### src/hw/rtl/dte_pkg.sv
`timescale 1ns / 1ps
package dte_pkg;

	localparam int unsigned ADDR_W = 3;

	localparam logic [7:0] EPOCH_YEAR = 8'd70;
	localparam logic [16:0] DAYS_PER_YEAR = 17'd365;
	localparam logic [3:0] MONTHS_PER_YEAR = 4'd12;
	localparam logic [7:0] LEAP_MONTH = 8'd2;
	localparam logic signed [7:0] ZONE_LIMIT = 8'sd52;
	localparam logic signed [17:0] ZONE_STEP_SEC = 18'sd900;
	localparam logic [31:0] HOURS_PER_DAY = 32'd24;
	localparam logic [31:0] MINUTES_PER_HOUR = 32'd60;
	localparam logic [31:0] SECONDS_PER_MINUTE = 32'd60;

	typedef enum logic [0:0] {
		REG_IGNORE_ZONE = 1'b0,
		REG_NONE = 1'b1
	} dte_reg_t;

	typedef struct packed {
		logic [7:0] year_byte;
		logic [7:0] month;
		logic [7:0] day;
		logic [7:0] hour;
		logic [7:0] minute;
		logic [7:0] second;
		logic signed [7:0] zone_offset;
	} dte_date_t;

	typedef struct packed {
		logic early;
		logic [31:0] days;
		logic [7:0] hour;
		logic [7:0] minute;
		logic [7:0] second;
		logic [31:0] zone_sec;
	} dte_day_t;

	function automatic logic [8:0] cum_days(input logic [3:0] months);
		logic [8:0] d;
		case (months)
			4'd0: d = 9'd0;
			4'd1: d = 9'd31;
			4'd2: d = 9'd59;
			4'd3: d = 9'd90;
			4'd4: d = 9'd120;
			4'd5: d = 9'd151;
			4'd6: d = 9'd181;
			4'd7: d = 9'd212;
			4'd8: d = 9'd243;
			4'd9: d = 9'd273;
			4'd10: d = 9'd304;
			4'd11: d = 9'd334;
			default: d = 9'd365;
		endcase
		return d;
	endfunction

endpackage

### src/hw/rtl/dte_cfg.sv
`timescale 1ns / 1ps
module dte_cfg (
	input logic clk,
	input logic arst_n,
	input logic psel,
	input logic penable,
	input logic pwrite,
	input logic [dte_pkg::ADDR_W-1:0] paddr,
	input logic [31:0] pwdata,
	output logic [31:0] prdata,
	output logic pready,
	output logic ignore_zone
);

	logic ignore_zone_q;
	dte_pkg::dte_reg_t reg_sel;

	assign reg_sel = dte_pkg::dte_reg_t'(paddr[dte_pkg::ADDR_W-1]);
	assign pready = 1'b1;
	assign ignore_zone = ignore_zone_q;

	always_ff @(posedge clk or negedge arst_n) begin
		if (!arst_n) begin
			ignore_zone_q <= 1'b0;
		end else if (psel && penable && pwrite && pready && reg_sel == dte_pkg::REG_IGNORE_ZONE) begin
			ignore_zone_q <= pwdata[0];
		end
	end

	always_comb begin
		case (reg_sel)
			dte_pkg::REG_IGNORE_ZONE: prdata = {31'd0, ignore_zone_q};
			default: prdata = 32'd0;
		endcase
	end

endmodule

### src/hw/rtl/dte_day.sv
`timescale 1ns / 1ps
module dte_day (
	input logic clk,
	input logic arst_n,
	input logic vld,
	input dte_pkg::dte_date_t date,
	input logic ignore_zone,
	output logic vld_s1,
	output dte_pkg::dte_day_t day_s1
);

	logic [7:0] yrs;
	logic [8:0] yrs_inc;
	logic [3:0] full_months;
	logic leap;
	logic [16:0] base_days;
	logic zone_used;
	logic signed [17:0] zone_prod;
	dte_pkg::dte_day_t day_c;

	always_comb begin
		yrs = date.year_byte - dte_pkg::EPOCH_YEAR;
		yrs_inc = {1'b0, yrs} + 9'd1;
		if (date.month == 8'd0) begin
			full_months = 4'd0;
		end else if (date.month > {4'd0, dte_pkg::MONTHS_PER_YEAR}) begin
			full_months = dte_pkg::MONTHS_PER_YEAR;
		end else begin
			full_months = 4'(date.month - 8'd1);
		end
		leap = (2'(yrs + 8'd2) == 2'd0) && (date.month > dte_pkg::LEAP_MONTH);
		base_days = 17'(yrs) * dte_pkg::DAYS_PER_YEAR + 17'(yrs_inc >> 2)
			+ 17'(dte_pkg::cum_days(full_months)) + 17'(leap);

		// offsets beyond the limit are dropped
		zone_used = !ignore_zone && (date.zone_offset >= -dte_pkg::ZONE_LIMIT)
			&& (date.zone_offset <= dte_pkg::ZONE_LIMIT);
		zone_prod = 18'(date.zone_offset) * dte_pkg::ZONE_STEP_SEC;

		day_c.early = date.year_byte < dte_pkg::EPOCH_YEAR;
		day_c.days = 32'(base_days) + 32'(date.day) - 32'd1;
		day_c.hour = date.hour;
		day_c.minute = date.minute;
		day_c.second = date.second;
		day_c.zone_sec = zone_used ? 32'(zone_prod) : 32'd0;
	end

	always_ff @(posedge clk or negedge arst_n) begin
		if (!arst_n) begin
			vld_s1 <= 1'b0;
		end else begin
			vld_s1 <= vld;
		end
	end

	always_ff @(posedge clk) begin
		if (vld) begin
			day_s1 <= day_c;
		end
	end

endmodule

### src/hw/rtl/dte_time.sv
`timescale 1ns / 1ps
module dte_time (
	input logic clk,
	input logic arst_n,
	input logic vld_s1,
	input dte_pkg::dte_day_t day_s1,
	output logic vld_s4,
	output logic [31:0] secs_s4
);

	logic vld_s2, vld_s3;
	logic early_s2, early_s3;
	logic [31:0] hours_s2, mins_s3;
	logic [7:0] minute_s2;
	logic [7:0] second_s2, second_s3;
	logic [31:0] zone_s2, zone_s3;

	always_ff @(posedge clk or negedge arst_n) begin
		if (!arst_n) begin
			vld_s2 <= 1'b0;
			vld_s3 <= 1'b0;
			vld_s4 <= 1'b0;
		end else begin
			vld_s2 <= vld_s1;
			vld_s3 <= vld_s2;
			vld_s4 <= vld_s3;
		end
	end

	always_ff @(posedge clk) begin
		if (vld_s1) begin
			early_s2 <= day_s1.early;
			hours_s2 <= day_s1.days * dte_pkg::HOURS_PER_DAY + 32'(day_s1.hour);
			minute_s2 <= day_s1.minute;
			second_s2 <= day_s1.second;
			zone_s2 <= day_s1.zone_sec;
		end
		if (vld_s2) begin
			early_s3 <= early_s2;
			mins_s3 <= hours_s2 * dte_pkg::MINUTES_PER_HOUR + 32'(minute_s2);
			second_s3 <= second_s2;
			zone_s3 <= zone_s2;
		end
		if (vld_s3) begin
			secs_s4 <= early_s3 ? 32'd0
				: mins_s3 * dte_pkg::SECONDS_PER_MINUTE + 32'(second_s3) - zone_s3;
		end
	end

endmodule

### src/hw/rtl/disc_date_to_epoch_seconds.sv
`timescale 1ns / 1ps
// disc directory date to seconds since 1970
// command channel: a date word is taken at each rising edge with start high
// and busy low; busy never rises, so one word can enter every cycle
// result channel: epoch_seconds is shown for one cycle with done high,
// after the word has passed the day count, hours, minutes and seconds
// stages; throughput one word per cycle, set by the four-stage pipeline
// the receiver cannot stall, so every result is presented exactly once
// years before 1970 give zero; all sums wrap modulo 2^32
// config port: ignore_zone at byte address 0, written with the usual
// setup and access cycles, pready always high, readable
// reset clears ignore_zone and empties the pipeline; words in flight are
// dropped and no done follows for them
module disc_date_to_epoch_seconds (
	input logic clk,
	input logic arst_n,
	input logic start,
	output logic busy,
	input logic [7:0] year_byte,
	input logic [7:0] month,
	input logic [7:0] day,
	input logic [7:0] hour,
	input logic [7:0] minute,
	input logic [7:0] second,
	input logic signed [7:0] zone_offset,
	output logic done,
	output logic signed [31:0] epoch_seconds,
	input logic psel,
	input logic penable,
	input logic pwrite,
	input logic [dte_pkg::ADDR_W-1:0] paddr,
	input logic [31:0] pwdata,
	output logic [31:0] prdata,
	output logic pready
);

	logic ignore_zone;
	logic vld_s1;
	logic [31:0] secs_s4;
	dte_pkg::dte_date_t date;
	dte_pkg::dte_day_t day_s1;

	assign busy = 1'b0;
	assign date = '{year_byte: year_byte, month: month, day: day, hour: hour,
		minute: minute, second: second, zone_offset: zone_offset};

	dte_cfg u_cfg (
		.clk(clk),
		.arst_n(arst_n),
		.psel(psel),
		.penable(penable),
		.pwrite(pwrite),
		.paddr(paddr),
		.pwdata(pwdata),
		.prdata(prdata),
		.pready(pready),
		.ignore_zone(ignore_zone)
	);

	dte_day u_day (
		.clk(clk),
		.arst_n(arst_n),
		.vld(start && !busy),
		.date(date),
		.ignore_zone(ignore_zone),
		.vld_s1(vld_s1),
		.day_s1(day_s1)
	);

	dte_time u_time (
		.clk(clk),
		.arst_n(arst_n),
		.vld_s1(vld_s1),
		.day_s1(day_s1),
		.vld_s4(done),
		.secs_s4(secs_s4)
	);

	assign epoch_seconds = $signed(secs_s4);

	a_start_done: assert property (@(posedge clk) disable iff (!arst_n)
		start && !busy |-> ##4 done)
		else $error("accepted word produced no result");

	a_done_start: assert property (@(posedge clk) disable iff (!arst_n)
		done |-> $past(start, 4))
		else $error("result without an accepted word");

	a_early_zero: assert property (@(posedge clk) disable iff (!arst_n)
		done && ($past(year_byte, 4) < dte_pkg::EPOCH_YEAR) |-> epoch_seconds == 32'sd0)
		else $error("year before 1970 gave nonzero seconds");

endmodule

### config.mk
export PLATFORM = sky130hd
export DESIGN_NAME = disc_date_to_epoch_seconds
export DESIGN_NICKNAME = d
export VERILOG_FILES = /design/src/hw/rtl/dte_pkg.sv /design/src/hw/rtl/dte_cfg.sv /design/src/hw/rtl/dte_day.sv /design/src/hw/rtl/dte_time.sv /design/src/hw/rtl/disc_date_to_epoch_seconds.sv
export SDC_FILE = /design/constraint.sdc
export NUM_CORES = 1
export LEC_CHECK = 0
export ABC_CLOCK_PERIOD_IN_PS = 17400
export BUFFER_PORTS_ARGS = -buffer_cell sky130_fd_sc_hd__buf_2
export CAP_MARGIN = 20
export CORE_ASPECT_RATIO = 0.7
export CORE_MARGIN = 2
export CORE_UTILIZATION = 35
export CTS_BUF_LIST = sky130_fd_sc_hd__clkbuf_16
export DETAILED_ROUTE_END_ITERATION = 8
export PLACE_DENSITY = 0.57
export RECOVER_POWER = 100
export SLEW_MARGIN = 0
export SYNTH_ARGS = -nofsm -noshare
export SYNTH_HDL_FRONTEND = slang
export SYNTH_SLANG_ARGS = --single-unit
### constraint.sdc
create_clock -name clk -period 17.4 [get_ports clk]
set_input_delay 2.61 -clock clk [delete_from_list [all_inputs] [get_ports clk]]
set_output_delay 2.61 -clock clk [all_outputs]
set_load 0.02 [all_outputs]
==> impl_results.md, run 1 <==
- Outcome: finished with violations
- Failing checks: max-capacitance violations, max-slew violations
- Delay-heaviest family, CP: adder cells
- Minimum clock period after layout: 11.47 ns
- Asr flop ratio synth: 0.0228
- CTS resizes: 0
- Worst Path Buf+Inv: 7
- Clock Skews: 0.0178 ns
- Hold Fails Final Rpt: 0
- Post-synth top area cell: edfxtp_1
- Worst Tran Pin Value: 3.54 ns
- Core footprint: 58700 um^2
- WL/cell: 13.7 um
- Initial drt markers: 571
- Hold_buf cts: 0
- Fmax: 87.2 MHz
- Final ANT Viol Nets: 0
- Setup TNS: 0 ns
- Clock latency at the later pin of the worst-skew pair: 0.55 ns
- Mapped cell area: 20900 um^2
- Seq/Total Area, Yosys: 0.314
- Initial Util: 0.356
- Clk pin slew, worst setup/hold paths: 0.06 ns
- Drt via density: 4.82
- Max Cap Viol: 6
- EDFF count, synth: 214
- CP max FO: 7
- Crit end category: register
- Yosys cell types: 81
- # Post-CTS Setup Buffers: 0
- First-pass GRT wire length: 65.9 mm
- Total track usage: 0.128
- Cells after DPL: 2812
- RSZ-0062 raised after global routing: false
- Antenna violations before repair: 0
- Cell Count, Final, Fillers Out: 2856
- Worst min-delay path class: register to register
- Die height: 208 um
- Die Footprint: 61700 um^2
- Post-synth top flop: edfxtp_1
- Fin crit share: 0.659
- Commonest cells post-synth: 263 x ha_1, 214 x edfxtp_1, 170 x inv_1
- Vias in the first global route: 13700
- CP dominant cell by count: inv_1
- Die width: 296 um
- Max Slew Vio Count: 264
- Grt ovf: 0
- Register bit count reported by yosys: 219
- Fillcell total: 5789
- Drt drc: 0
- Critical Path RT: 17.68 ns
- Syn Area/Cell: 10.8 um^2
- Routed wire length: 39.0 mm
- CTS Buffer Depth: 3
- Reg2Reg Setup Slack: 10.85 ns
- Type of the worst setup path: primary input to register
- Routability congestion estimate from global placement: 0.831
- First-pass iteration count of the detailed router: 5
- Crit path DAT: 11.75 ns
- Pre-CTS setup slack: 6.26 ns
- CTS tree: built
- Layout cells sized above 1: 0.0603
- Area Overhead vs Synth: 9.21%
- Synth area leaders: edfxtp_1 31%, ha_1 16%, fa_1 15%
- Vias post-DR: 13800
- Cell with the most instances after synthesis: ha_1
- # clock sinks: 219
- Startpoint Class: primary input
- Post-route worst setup slack: 5.93 ns
- HPWL Detailed: 32.4 mm
- Port bufs: 97
- Mapped Cells: 1935
- Final setup fails: 0
- Root cell of the clock tree: clkbuf_16
- Total CTS buffers: 24
- FP Rows: 74
- Pin count of the biggest net entering global routing: 68
- Nets@finish: 2554
- Antenna cells: 0
- H-tree level count: 1
- Synth top area share: 0.308
- I/O pins: 164
- Slew margin rel.: -1.36
- Yosys warns: 0
- Worst stage delay on the critical path: 1.36 ns
- CP max stage cell: a2111oi_0
## flip-flops by register name, indices dropped and copies added, names as in the netlist
name	count
u_time.minute_s2	8
u_time.vld_s3	1
u_time.second_s2	8
u_time.early_s3	1
u_time.second_s3	8
u_time.vld_s4	1
u_time.zone_s3	16
u_time.mins_s3	30
u_time.hours_s2	28
u_time.vld_s2	1
u_time.early_s2	1
u_time.zone_s2	16
u_cfg.ignore_zone	1
u_time.secs_s4	32
u_day.day_s1	66
u_day.vld_s1	1
## layer usage
| metal | track usage | share of wire | up-vias |
|---|---|---|---|
| met2 | 0.199 | 0.42 | 173 |
| met5 | 0 | 0 | - |
| met1 | 0.192 | 0.53 | 6472 |
| met3 | 0.0169 | 0.034 | 32 |
| met4 | 0.0197 | 0.012 | 0 |
| li1 | - | - | 7080 |
## placed cells by master (no fill, tap or decap), drive strengths merged, types with 15 or more instances in the layout
master | netlist | final
fa | 154 | 154
nand2 | 77 | 77
ha | 263 | 263
a211oi | 20 | 20
nor3 | 52 | 52
o21a | 17 | 17
xnor2 | 138 | 138
a21o | 68 | 68
nand3 | 28 | 28
or3 | 16 | 16
nor2 | 130 | 130
inv | 170 | 173
clkbuf | 18 | 70
o21ai | 68 | 68
conb | 2 | 33
o21bai | 22 | 22
nor2b | 17 | 17
and2 | 20 | 20
buf | 36 | 56
a21oi | 120 | 120
and3 | 27 | 27
nand2b | 15 | 15
xor2 | 66 | 66
edfxtp | 214 | 214
## per-stage QoR
step,util,hold slack (ns),instance area [um^2]
finish,0.389,0.417,22800
global route,0.389,0.423,22800
CTS,0.391,0.419,22900
detailed placement,0.378,0.405,22200
global placement,0.378,0.401,22200
floorplan,-,0.400,21000
## final timing paths
path                       cells after the start          startpoint                  to
max reg2reg                                   25   u_time.mins_s3[2]  u_time.secs_s4[28]
min                                            0  u_time.zone_s2[12]  u_time.zone_s3[12]
max in group asynchronous                      1              arst_n        u_day.vld_s1
min reg2reg                                    0  u_time.zone_s2[12]  u_time.zone_s3[12]
max                                           29            month[7]    u_day.day_s1[71]
min in group asynchronous                      1              arst_n   u_cfg.ignore_zone
## cells by family (layout without fill, tap and decap cells)
logic type,Yosys count,in the layout,synth area share
xor gates and xnor gates,205,205,0.0866
muxes,5,5,0.00258
and+or+nand+nor,444,444,0.109
other,2,33,0.000360
buffers and inverters,224,316,0.0467
DFF,219,219,0.314
adders and majority gates,417,417,0.305
AOI/OAI and AO/OA,419,419,0.136
## cell type report
type                    count  area [um^2]  share of cell area
multi-input cells        1523        13400               0.588
flip-flops and latches    219         6550               0.287
well taps                 798          998              0.0438
inverters                 170          638              0.0280
clock buffers              24          601              0.0263
repair buffers            102          453              0.0199
clock inverters            20          154             0.00675
Power of run 1 is not shown: default switching activity piles up to over one toggle a cycle in this logic, so the estimate is an artifact.
==> run 2: changes to the inputs <==
--- a/config.mk
+++ b/config.mk
@@ -5,7 +5,7 @@
 export SDC_FILE = /design/constraint.sdc
 export NUM_CORES = 1
 export LEC_CHECK = 0
-export ABC_CLOCK_PERIOD_IN_PS = 17400
+export ABC_CLOCK_PERIOD_IN_PS = 10500
 export BUFFER_PORTS_ARGS = -buffer_cell sky130_fd_sc_hd__buf_2
 export CAP_MARGIN = 20
 export CORE_ASPECT_RATIO = 0.7
@@ -13,7 +13,7 @@
 export CORE_UTILIZATION = 35
 export CTS_BUF_LIST = sky130_fd_sc_hd__clkbuf_16
 export DETAILED_ROUTE_END_ITERATION = 8
-export PLACE_DENSITY = 0.57
+export PLACE_DENSITY = 0.59
 export RECOVER_POWER = 100
 export SLEW_MARGIN = 0
 export SYNTH_ARGS = -nofsm -noshare
==> constraint.sdc (replaced) <==
create_clock -name clk -period 10.5 [get_ports clk]
set_input_delay 1.575 -clock clk [delete_from_list [all_inputs] [get_ports clk]]
set_output_delay 1.575 -clock clk [all_outputs]
set_load 0.02 [all_outputs]
==> run 2 against run 1 <==
Against the previous run: the flow still finishes with violations (max-capacitance violations, max-slew violations); setup slack lost 4.7 ns; worst hold slack lost 0.0081 ns; cell count is essentially flat; first-iteration DRC count grew 2.6%; non-clock buffer count grew 1; sequential cell count is the same; highest routed layer unchanged; via count grew 0.52%; largest cell class unchanged; critical endpoint unchanged.
==> impl_results.md, run 2 (synthesis results as in run 1) <==
- Outcome: finished with violations
- Failing checks: max-capacitance violations, max-slew violations
- Core footprint: 58700 um^2
- Hold Fails Final Rpt: 0
- Clock latency at the later pin of the worst-skew pair: 0.55 ns
- First-pass GRT wire length: 66.9 mm
- Initial drt markers: 586
- Antenna violations before repair: 0
- Critical Path RT: 10.78 ns
- Largest regs: u_day.day_s1 x66, u_time.secs_s4 x32, u_time.mins_s3 x30
- CP max FO: 7
- Drt via density: 4.84
- First-pass iteration count of the detailed router: 5
- Worst Path Buf+Inv: 8
- CTS tree: built
- Largest Register: u_day.day_s1
- # Post-CTS Setup Buffers: 0
- Total CTS buffers: 24
- Max Slew Vio Count: 243
- Total track usage: 0.129
- Vias in the first global route: 13900
- Type of the worst setup path: primary input to register
- HPWL Detailed: 32.6 mm
- Final ANT Viol Nets: 0
- Commonest non-fill, non-tap cell in the layout: ha_1
- Pin count of the biggest net entering global routing: 68
- Area Overhead vs Synth: 9.63%
- Die width: 296 um
- Routed wire length: 39.4 mm
- # clock sinks: 219
- Vias post-DR: 13800
- Startpoint Class: primary input
- I/O pins: 164
- Routability congestion estimate from global placement: 0.836
- Final setup fails: 0
- Initial Util: 0.356
- CP max stage cell: or4b_1
- Max Cap Viol: 5
- Worst stage delay on the critical path: 0.60 ns
- Fin crit share: 0.881
- Worst min-delay path class: register to register
- FP Rows: 74
- CTS resizes: 0
- CTS Buffer Depth: 3
- WL/cell: 13.8 um
- Port bufs: 97
- Most frequent cells in the layout: 263 x ha_1, 214 x edfxtp_1, 171 x inv_1, 154 x fa_1, 138 x xnor2_1
- Fmax: 108 MHz
- Clock Skews: 0.0250 ns
- Setup TNS: 0 ns
- Grt ovf: 0
- RSZ-0062 raised after global routing: false
- Die Footprint: 61700 um^2
- Delay-heaviest family, CP: adder cells
- Crit path DAT: 9.52 ns
- Clk pin slew, worst setup/hold paths: 0.07 ns
- CP dominant cell by count: inv_1
- Worst Tran Pin Value: 3.62 ns
- Nets@finish: 2555
- Crit end category: register
- Die height: 208 um
- Drt drc: 0
- Slew margin rel.: -1.41
- H-tree level count: 1
- Largest register FFs: 66
- Root cell of the clock tree: clkbuf_16
- Hold_buf cts: 0
- Minimum clock period after layout: 9.25 ns
- Layout cells sized above 1: 0.0593
## run 2: cell count changes in the layout (fill, tap and decap cells not counted), moves of 2 or more
cell and change:
clkinvlp_4 -6, bufinv_16 +4, clkinv_1 +2, clkinv_4 -2
## run 2: final cells by class
type | instances | area [um^2]
clock inverters | 19 | 215
flip-flops and latches | 219 | 6550
inverters | 170 | 638
diodes | 1 | 2.50
fillers | 5761 | 35800
well taps | 798 | 998
clock buffers | 24 | 601
multi-input cells | 1523 | 13400
repair buffers | 103 | 458
## run 2: worst reg2reg max path, cell delays in order, from the launching register on
cell and delay (ns):
edfxtp_1 0.50, fa_1 0.55, inv_1 0.06, fa_1 0.52, inv_1 0.05, ha_1 0.28, a21o_1 0.18, a21oi_1 0.25
o21ai_0 0.13, a31o_2 0.28, o221ai_1 0.25, a21oi_1 0.22, a21o_1 0.22, a21oi_1 0.20, o21ai_0 0.15, xor2_1 0.17
ha_1 0.29, ha_1 0.35, o21ai_0 0.24, nor2_1 0.08, nor2_1 0.07, o21ai_0 0.13, a211oi_1 0.44, o21ai_0 0.13
a21oi_1 0.18, mux2_2 0.34
## run 2: metal layers
layer | global-route usage | part of all wire
met1 | 0.191 | 0.52
met3 | 0.0148 | 0.028
met4 | 0.0186 | 0.012
met5 | 0 | 0
met2 | 0.206 | 0.43
## run 2: per-stage QoR
step,util,hold slack [ns],instance area [um^2],setup WS [ns],cells
floorplan,-,0.400,21000,1.16,1966
global placement,0.378,0.403,22200,0.967,2813
detailed placement,0.378,0.405,22200,0.841,2813
CTS,0.392,0.413,23000,1.41,2856
global route,0.390,0.419,22900,0.759,2856
finish,0.390,0.409,22900,1.25,2857
## run 2: path summary, 6_finish.rpt
| kind | slack [ns] | to | from | cells after the start |
|---|---|---|---|---|
| setup / recovery | 1.25 | u_day.day_s1[71] | month[7] | 30 |
| hold / removal | 0.41 | u_time.zone_s3[11] | u_time.zone_s2[11] | 0 |
| setup reg to reg | 3.96 | u_time.secs_s4[28] | u_time.mins_s3[2] | 25 |
| hold reg to reg | 0.41 | u_time.zone_s3[11] | u_time.zone_s2[11] | 0 |
| max in group asynchronous | 9.38 | u_day.vld_s1 | arst_n | 1 |
| min in group asynchronous | 0.88 | u_time.vld_s2 | arst_n | 1 |
Power of run 2 is left out for the same reason.
